File: src/rtl/pctd_pkg.sv
// Shared types, constants and microcode ROM of the strided prime counter.
// No dependencies; used by the top level and the checker.
`timescale 1ns / 1ps
`default_nettype none

package pctd_pkg;

	localparam int unsigned VALUE_BITS_DEF = 20;
	localparam int unsigned COUNT_BITS     = 20;
	localparam int unsigned OUT_DATA_BITS  = ((COUNT_BITS + 7) / 8) * 8;
	localparam int unsigned STEP_W         = 4;

	// microprogram addresses
	localparam logic [STEP_W-1:0] STEP_IDLE     = 4'd0;
	localparam logic [STEP_W-1:0] STEP_TEST_END = 4'd1;
	localparam logic [STEP_W-1:0] STEP_LT2      = 4'd2;
	localparam logic [STEP_W-1:0] STEP_LT4      = 4'd3;
	localparam logic [STEP_W-1:0] STEP_EVEN     = 4'd4;
	localparam logic [STEP_W-1:0] STEP_LOOP     = 4'd5;
	localparam logic [STEP_W-1:0] STEP_MOD      = 4'd6;
	localparam logic [STEP_W-1:0] STEP_MOD_CHK  = 4'd7;
	localparam logic [STEP_W-1:0] STEP_NEXT     = 4'd8;
	localparam logic [STEP_W-1:0] STEP_PRIME    = 4'd9;
	localparam logic [STEP_W-1:0] STEP_DONE     = 4'd10;

	typedef enum logic [3:0] {
		COND_ALWAYS   = 4'd0,
		COND_IN_VALID = 4'd1,
		COND_GE_LIMIT = 4'd2,
		COND_LT2      = 4'd3,
		COND_LT4      = 4'd4,
		COND_EVEN     = 4'd5,
		COND_SQ_GT    = 4'd6,
		COND_BIT_NZ   = 4'd7,
		COND_REM_NZ   = 4'd8,
		COND_OUT_BUSY = 4'd9
	} cond_t;

	typedef enum logic [3:0] {
		OP_NONE     = 4'd0,
		OP_LOAD     = 4'd1,
		OP_INIT_DIV = 4'd2,
		OP_INIT_MOD = 4'd3,
		OP_MOD_STEP = 4'd4,
		OP_NEXT_DIV = 4'd5,
		OP_COUNT    = 4'd6,
		OP_ADVANCE  = 4'd7,
		OP_EMIT     = 4'd8
	} op_t;

	typedef struct packed {
		cond_t             cond;
		logic [STEP_W-1:0] t_true;
		logic [STEP_W-1:0] t_false;
		op_t               op;
	} ucode_t;

	function automatic ucode_t ucode_fetch(input logic [STEP_W-1:0] pc);
		ucode_t w;
		unique case (pc)
			STEP_IDLE:     w = '{COND_IN_VALID, STEP_TEST_END, STEP_IDLE,     OP_LOAD};
			STEP_TEST_END: w = '{COND_GE_LIMIT, STEP_DONE,     STEP_LT2,      OP_NONE};
			STEP_LT2:      w = '{COND_LT2,      STEP_NEXT,     STEP_LT4,      OP_NONE};
			STEP_LT4:      w = '{COND_LT4,      STEP_PRIME,    STEP_EVEN,     OP_NONE};
			STEP_EVEN:     w = '{COND_EVEN,     STEP_NEXT,     STEP_LOOP,     OP_INIT_DIV};
			STEP_LOOP:     w = '{COND_SQ_GT,    STEP_PRIME,    STEP_MOD,      OP_INIT_MOD};
			STEP_MOD:      w = '{COND_BIT_NZ,   STEP_MOD,      STEP_MOD_CHK,  OP_MOD_STEP};
			STEP_MOD_CHK:  w = '{COND_REM_NZ,   STEP_LOOP,     STEP_NEXT,     OP_NEXT_DIV};
			STEP_NEXT:     w = '{COND_ALWAYS,   STEP_TEST_END, STEP_TEST_END, OP_ADVANCE};
			STEP_PRIME:    w = '{COND_ALWAYS,   STEP_NEXT,     STEP_NEXT,     OP_COUNT};
			STEP_DONE:     w = '{COND_OUT_BUSY, STEP_DONE,     STEP_IDLE,     OP_EMIT};
			default:       w = '{COND_ALWAYS,   STEP_IDLE,     STEP_IDLE,     OP_NONE};
		endcase
		return w;
	endfunction

endpackage

`default_nettype wire

File: src/rtl/prime_count_trial_division.sv
// Strided prime counter, trial division under a microcoded sequencer.
// Each accepted walk runs the sequencer per candidate: range check, small and even tests, then
// odd trial divisors 3,5,7.. tested up to the square root by the bit-serial remainder unit.
// One transaction at a time: s_tready stays low until the result has been emitted.
// Reset: arst_n asynchronous, active low; clears sequencer and output valid only.
`timescale 1ns / 1ps
`default_nettype none

module prime_count_trial_division #(
	parameter int unsigned VALUE_BITS = pctd_pkg::VALUE_BITS_DEF
) (
	input  wire logic                                   clk,
	input  wire logic                                   arst_n,
	// slave side
	input  wire logic                                   s_tvalid,
	output logic                                        s_tready,
	// s_tdata: start_value, limit_value, stride (lowest first), zero pad to bytes
	input  wire logic [((3*VALUE_BITS+7)/8)*8-1:0]      s_tdata,
	// master side
	output logic                                        m_tvalid,
	input  wire logic                                   m_tready,
	// m_tdata: prime_count, zero pad to bytes
	output logic [pctd_pkg::OUT_DATA_BITS-1:0]          m_tdata
);
	import pctd_pkg::*;

	localparam int unsigned CAND_W = VALUE_BITS + 1;   // candidate never wraps
	localparam int unsigned SQ_W   = VALUE_BITS + 2;   // running divisor square
	localparam int unsigned BIT_W  = $clog2(CAND_W);
	localparam int unsigned PAD_W  = OUT_DATA_BITS - COUNT_BITS;

	// sequencer
	logic [STEP_W-1:0]     pc_q;
	ucode_t                uc;
	logic                  cond_hit;

	// datapath registers (no reset needed: loaded before use)
	logic [CAND_W-1:0]     cand_q;
	logic [VALUE_BITS-1:0] limit_q;
	logic [VALUE_BITS-1:0] stride_q;
	logic [VALUE_BITS-1:0] div_q;
	logic [SQ_W-1:0]       sq_q;
	logic [CAND_W-1:0]     rem_q;
	logic [BIT_W-1:0]      bit_q;
	logic [COUNT_BITS-1:0] count_q;
	logic [COUNT_BITS-1:0] out_q;
	logic                  m_valid_q;

	// input field split
	logic [VALUE_BITS-1:0] in_start;
	logic [VALUE_BITS-1:0] in_limit;
	logic [VALUE_BITS-1:0] in_stride;

	// remainder unit: one restoring step per cycle
	logic [CAND_W-1:0]     rem_sh;
	logic [CAND_W-1:0]     rem_nx;
	logic                  out_busy;

	assign in_start  = s_tdata[VALUE_BITS-1:0];
	assign in_limit  = s_tdata[2*VALUE_BITS-1:VALUE_BITS];
	assign in_stride = s_tdata[3*VALUE_BITS-1:2*VALUE_BITS];

	assign uc       = ucode_fetch(pc_q);
	assign out_busy = m_valid_q && !m_tready;

	assign s_tready = (pc_q == STEP_IDLE);
	assign m_tvalid = m_valid_q;
	assign m_tdata  = {{PAD_W{1'b0}}, out_q};

	assign rem_sh = {rem_q[VALUE_BITS-1:0], cand_q[bit_q]};
	assign rem_nx = (rem_sh >= {1'b0, div_q}) ? (rem_sh - {1'b0, div_q}) : rem_sh;

	// branch condition select
	always_comb begin
		unique case (uc.cond)
			COND_ALWAYS:   cond_hit = 1'b1;
			COND_IN_VALID: cond_hit = s_tvalid;
			COND_GE_LIMIT: cond_hit = (cand_q >= {1'b0, limit_q});
			COND_LT2:      cond_hit = (cand_q < CAND_W'(2));
			COND_LT4:      cond_hit = (cand_q < CAND_W'(4));
			COND_EVEN:     cond_hit = !cand_q[0];
			COND_SQ_GT:    cond_hit = (sq_q > {1'b0, cand_q});
			COND_BIT_NZ:   cond_hit = (bit_q != '0);
			COND_REM_NZ:   cond_hit = (rem_q != '0);
			COND_OUT_BUSY: cond_hit = out_busy;
			default:       cond_hit = 1'b0;
		endcase
	end

	// step counter
	always_ff @(posedge clk or negedge arst_n) begin
		if (!arst_n) begin
			pc_q <= STEP_IDLE;
		end else begin
			pc_q <= cond_hit ? uc.t_true : uc.t_false;
		end
	end

	// output register: cleared on take, loaded by the emit step
	always_ff @(posedge clk or negedge arst_n) begin
		if (!arst_n) begin
			m_valid_q <= 1'b0;
		end else if (uc.op == OP_EMIT && !out_busy) begin
			m_valid_q <= 1'b1;
		end else if (m_tready) begin
			m_valid_q <= 1'b0;
		end
	end

	// datapath driven by the control word
	always_ff @(posedge clk) begin
		unique case (uc.op)
			OP_LOAD: begin
				if (s_tvalid) begin
					cand_q   <= {1'b0, in_start};
					limit_q  <= in_limit;
					// zero stride walks as stride one
					stride_q <= (in_stride == '0) ? VALUE_BITS'(1) : in_stride;
					count_q  <= '0;
				end
			end
			OP_INIT_DIV: begin
				div_q <= VALUE_BITS'(3);
				sq_q  <= SQ_W'(9);
			end
			OP_INIT_MOD: begin
				rem_q <= '0;
				bit_q <= BIT_W'(VALUE_BITS - 1);
			end
			OP_MOD_STEP: begin
				rem_q <= rem_nx;
				bit_q <= bit_q - BIT_W'(1);
			end
			OP_NEXT_DIV: begin
				// (d+2)^2 = d^2 + 4d + 4
				div_q <= div_q + VALUE_BITS'(2);
				sq_q  <= sq_q + {div_q, 2'b00} + SQ_W'(4);
			end
			OP_COUNT: begin
				count_q <= count_q + COUNT_BITS'(1);
			end
			OP_ADVANCE: begin
				cand_q <= cand_q + {1'b0, stride_q};
			end
			OP_EMIT: begin
				if (!out_busy) begin
					out_q <= count_q;
				end
			end
			default: begin
			end
		endcase
	end

endmodule

`default_nettype wire

File: config.mk
export PLATFORM = sky130hd
export DESIGN_NAME = prime_count_trial_division
export DESIGN_NICKNAME = d
export VERILOG_FILES = /design/src/rtl/pctd_pkg.sv /design/src/rtl/prime_count_trial_division.sv
export SDC_FILE = /design/constraint.sdc
export NUM_CORES = 1
export LEC_CHECK = 0
export BUFFER_PORTS_ARGS = -buffer_cell sky130_fd_sc_hd__buf_4
export CELL_PAD_IN_SITES_DETAIL_PLACEMENT = 1
export CELL_PAD_IN_SITES_GLOBAL_PLACEMENT = 2
export CORE_ASPECT_RATIO = 0.8
export CORE_MARGIN = 2
export CORE_UTILIZATION = 38
export DETAILED_ROUTE_END_ITERATION = 16
export PLACE_DENSITY = 0.9
export SKIP_CTS_REPAIR_TIMING = 1
export SLEW_MARGIN = 0
export SYNTH_ARGS = -nofsm -noshare
export SYNTH_HDL_FRONTEND = slang
export SYNTH_SLANG_ARGS = --single-unit
File: constraint.sdc
create_clock -name clk -period 6.5 [get_ports clk]
set_input_delay 1.625 -clock clk [delete_from_list [all_inputs] [get_ports clk]]
set_output_delay 1.625 -clock clk [all_outputs]
set_load 0.01 [all_outputs]
# Word-level counts from Yosys, hierarchy flattened
# Memory sizes are Yosys's and may differ from the RTL's.
# Index checks and enable logic that the tools add are counted.
[totals]
reg_bits = 174
mem_bits_ro = 256
inputBits = 68
word_cells = 78
n_memories = 1
[classes]
addsub = 7
n_lt_le_gt_ge = 6
n_eq_ne = 18
mux = 15
bitwise_logic = 1
n_reduce_logical = 19
[mem_list]
columns = ["memory", "depth", "width", "rd", "rd_ports_with_merged_regs", "wr", "line", "source"]
rows = [
  ["(no name shown)", 16, 16, 1, 0, 0, "pctd_pkg.sv:60", "unique case (pc)"],
]
[op_table]
columns = ["cell", "n"]
rows = [
  ["21-bit one-hot mux with 2 select lines", 2],
  ["20-bit one-hot mux with 2 select lines", 2],
  ["22-bit one-hot mux with 2 select lines", 1],
  ["21-bit by 20-bit greater-or-equal comparator with 1-bit output", 2],
  ["21-bit two-way mux", 2],
  ["4-bit by 3-bit equality test with 1-bit output (second input constant)", 8],
  ["22-bit adder", 1],
  ["22-bit by 3-bit adder with 22-bit output (second input constant)", 1],
  ["22-bit by 21-bit > comparator with 1-bit output", 1],
  ["21-bit by 20-bit adder with 21-bit output", 1],
  ["21-bit by 2-bit less-than comparator with 1-bit output (second input constant)", 1],
  ["21-bit by 3-bit less-than comparator with 1-bit output (second input constant)", 1],
  ["21-bit nonzero test", 1],
  ["21-bit by 20-bit subtractor with 21-bit output", 1],
  ["20-bit by 1-bit adder with 20-bit output (second input constant)", 1],
  ["20-bit by 2-bit adder with 20-bit output (second input constant)", 1],
  ["20-bit zero test", 1],
  ["20-bit two-way mux", 1],
  ["4-bit by 2-bit equality test with 1-bit output (second input constant)", 4],
  ["4-bit equality test (second input constant)", 3],
  ["1-bit one-hot mux with 10 select lines", 1],
  ["5-bit one-hot mux with 2 select lines", 1],
  ["2-bit nonzero test", 5],
  ["4-bit by 1-bit equality test with 1-bit output (second input constant)", 2],
  ["12 further kinds", 21],
]

# Depth between registers and ports, before layout
[logic_depth]
ltp_word = 5
mapped_depth = 16
depth_no_buf = 14

# Worst setup path after synthesis
# No wires, ideal clock.
[synth_timing]
path_type = "register to register"
from = "register bit_q[0]"
to = "register rem_q[20] (data pin)"
setup_time_ps = 152
t_arrival_ps = 3613
t_required_ps = 6348
setup_slack_ps = 2735
stages_incl_launch_ff = 15
n_path_buf = 1
cell_sequence = "edfxtp_1 -> clkbuf_1 -> mux4_2 -> a32o_1 -> a31oi_2 -> nand2_1 -> fa_1 -> a21oi_1 -> o21ai_1 -> a2111oi_0 -> o211ai_1 -> a31oi_1 -> nor2_1 -> a2111o_1 -> a31oi_1"
[synth_between]
elab_chain_len = 5
elab_cells_between_ends = 6
[synth_rtl]
columns = ["element", "line", "source"]
rows = [
  ["from (decl)", "prime_count_trial_division.sv:44", "logic [BIT_W-1:0] bit_q;"],
  ["from (signal assigned)", "prime_count_trial_division.sv:128", "bit_q <= BIT_W'(VALUE_BITS - 1);"],
  ["from (signal assigned)", "prime_count_trial_division.sv:132", "bit_q <= bit_q - BIT_W'(1);"],
  ["1-bit binary-select mux with 5-bit select *", "prime_count_trial_division.sv:70", "assign rem_sh = {rem_q[VALUE_BITS-1:0], cand_q[bit_q]};"],
  ["1-bit two-way mux (implied by the code) *", "prime_count_trial_division.sv:70", ""],
  ["21-bit by 20-bit subtractor with 21-bit output / 21-bit by 20-bit greater-or-equal comparator with 1-bit output (equally long branches)", "prime_count_trial_division.sv:71", "assign rem_nx = (rem_sh >= {1'b0, div_q}) ? (rem_sh - {1'b0, div_q}) : rem_sh;"],
  ["21-bit two-way mux *", "prime_count_trial_division.sv:71", ""],
  ["21-bit one-hot mux with 2 select lines *", "prime_count_trial_division.sv:112", "unique case (uc.op)"],
  ["to (signal assigned)", "prime_count_trial_division.sv:131", "rem_q <= rem_nx;"],
  ["to (decl)", "prime_count_trial_division.sv:43", "logic [CAND_W-1:0] rem_q;"],
]
# Mark *: on every way between the ends. The rest lies on a longest branch, timed or not. The select of a mux whose other input is x is not followed.
# A chain may end at the register's enable or synchronous reset.

# Worst setup path after layout
# Same ends and word-level chain as after synthesis.

==> run summary <==
run status: complete, no violations
leakage power figure: 5.27 nW
count of standard-cell rows: 56
count of state elements after synthesis: 170
setup repair after global routing missed its margin: false
detailed-router iteration count before antenna repair: 6
clock period minus worst slack: 4730 ps
sequential cell area fraction in the yosys report: 0.445
cell type with the highest aggregate area in the netlist: edfxtp_1
placed cell count: 1,534
clock edge transition at the registers on the reported setup and hold paths: 80 ps
Warnings, synthesis: 0
remaining global-route overflow: 0
leading cell types by total area after synthesis: edfxtp_1 (43%), ha_1 (13%), xnor2_1 (3.9%)
Port Buffers: 85
area of the placeable core: 29,400 um^2
combinational power share: 0.439
die extent in x: 198 um
number of enable flip-flop cells after synthesis: 165
final weighted congestion of routability-driven global placement: 0.826
master of the slowest instance on the critical path: a2111oi_0
fraction of final layout cells with drive strength greater than 1: 0.120
Max Cap Violations: 0
Relative slew margins: 0.130
Data arrival, critical path: 4990 ps
Worst path top cell family by delay: compound AO/OA/AOI/OAI gates
final instance count without filler cells: 1,566
CP max FO: 11
net switching component of the power: 0.00216 W
Synth async-reset ratio: 0.0294
final clock period utilization by the worst path: 0.727
smallest hold slack: 495 ps
most common cell after layout, fill and taps aside: edfxtp_1
count of endpoints failing hold in the final timing report: 0
final setup violating endpoints: 0
cell area after synthesis: 11,400 um^2
global-route wire length before repair: 47,700 um
CTS tree: yes
launching element type of the critical path: flip-flop
Hold WC Path Type: flip-flop to flip-flop
final HPWL from detailed placement: 22,300 um
part of the power in registers: 0.358
Starting Density: 0.388
Clk pwr share: 0.203
number of vias per cell after detailed routing: 5.44
clock skew after layout: 12.5 ps
CP bufs+invs: 0
number of buffers on the longest clock path: 2
endpoint class of the critical path: flip-flop
post-synth top area share: 0.434
slew at the pin with the worst max-slew slack: 1290 ps
Finished Core Util: 0.442
nets: 1,369
initial antenna violation count: 0
worst stage delay on the critical path: 650 ps
I/O pins: 94
slack of the critical path: 1770 ps
final total negative setup slack: 0 ps
Mapped Cells: 1,110
library cell appearing most often on the critical path: a31oi_1
Max H-tree Level: 4
Power Dens Cells: 401 nW/um^2
First DRT Iteration DRCs: 519
switching share of total power: 0.415
maximum operating frequency: 212 MHz
required time of the critical path: 6760 ps
syn avg cell area: 10.3 um^2
maximum number of pins on one net before global-route repair: 46
Die Outline Area: 31,400 um^2
cts bufs inserted: 17
Wirelength per Cell: 18.7 um
number of pins exceeding their max-slew limit in the final report: 0
Main synth FF type: edfxtp_1
die height: 159 um
clock root cell: clkbuf_16
crit path cell chain: mux4_2 > a32o_1 > a31oi_2 > nand2_1 > fa_1 > a21oi_1 > o21ai_1 > a2111oi_0 > o211ai_1 > a31oi_1 > nor2_1 > a2111o_1 > a31oi_1
vias in the first global route: 8,710
routed via count: 8,522
Clock Sinks: 170
Synth cell types: 70
Area growth syn-to-layout: 13.9%
detailed-route DRC error count: 0
number of antenna repair diodes: 0
number of routed nets with antenna violations: 0
commonest cells after routing, fill and taps aside: edfxtp_1 (165), ha_1 (122), nor2_1 (106), inv_1 (97), buf_4 (89)
total wire length: 29,400 um
All-Layer GR Usage: 0.194
later-pin clock latency in the skew report: 450 ps
Crit Path Class: flip-flop to flip-flop
DP Worst Slack: 1800 ps
IR Drop Worst-Case VDD: 0.000259 V
Internal Power: 0.00305 W
## through the flow
stage / total power (W) / cell area (um^2)
3_5_place_dp: 0.00415 / 12400
6_report: 0.00521 / 13000
3_3_place_gp: 0.00406 / 12400
2_1_floorplan: 0.00350 / 11400
4_1_cts: 0.00524 / 13000
5_1_grt: 0.00561 / 13000
## layer usage
layer | part of all wire | track usage | vias up
met1 | 0.52 | 0.298 | 4201
met5 | 0 | 0 | -
met4 | 0.0089 | 0.0417 | 0
li1 | - | - | 4160
met3 | 0.037 | 0.0307 | 17
met2 | 0.43 | 0.284 | 144
## state kept, by name (all words and copies together), names as in the netlist
name	flops
m_tvalid	1
out_q	20
stride_q	20
pc_q	4
limit_q	20
bit_q	5
cand_q	21
sq_q	19
count_q	20
div_q	19
rem_q	21
## power by group through the flow
stage | clock (W) | sequential, W | combinational (W)
6_report | 0.00106 | 0.00187 | 0.00228
2_1_floorplan | 0 | 0.00174 | 0.00176
4_1_cts | 0.00108 | 0.00186 | 0.00229
3_3_place_gp | 0 | 0.00188 | 0.00218
5_1_grt | 0.00112 | 0.00190 | 0.00258
3_5_place_dp | 0 | 0.00188 | 0.00227
## layout make-up
type / count / area (um^2)
sequential: 170 / 5080
fill: 3329 / 16400
timing repair buffer: 89 / 668
inverter: 97 / 364
tap: 377 / 472
clock inverter: 15 / 191
clock buffer: 17 / 425
multi-input combinational: 801 / 5790
## cell usage after synthesis, drive strengths merged, types with 8 or more instances
library cell / instances
o21bai: 9
or3: 9
edfxtp: 165
a21o: 28
nor3: 20
a31oi: 11
nand3: 26
nand2: 70
o21ai: 56
mux2i: 24
buf: 9
nand2b: 13
o31ai: 8
clkbuf: 36
ha: 122
nor2b: 21
nor4: 16
xnor2: 51
and3: 13
inv: 97
a21oi: 55
xor2: 29
a211oi: 12
nand4: 21
nor2: 108
## final timing paths
kind                              from        end  slack [ps]  cells after the start
setup / recovery              bit_q[0]  rem_q[20]        1770                     13
hold / removal             count_q[19]  out_q[19]         490                      0
setup reg to reg              bit_q[0]  rem_q[20]        1770                     13
hold reg to reg            count_q[19]  out_q[19]         490                      0
max in group asynchronous       arst_n    pc_q[1]        5430                      1
min in group asynchronous       arst_n   m_tvalid         970                      1
## cell families after synthesis
family,count (synthesis),synth area share
simple gates,337,0.144
compound gates,225,0.131
flops,170,0.445
buf+inv,142,0.0500
fa+ha+maj,125,0.139
xor+xnor,80,0.0614
mux,30,0.0289
other cells,1,0.000329
Power figures use the tool's default switching activity.
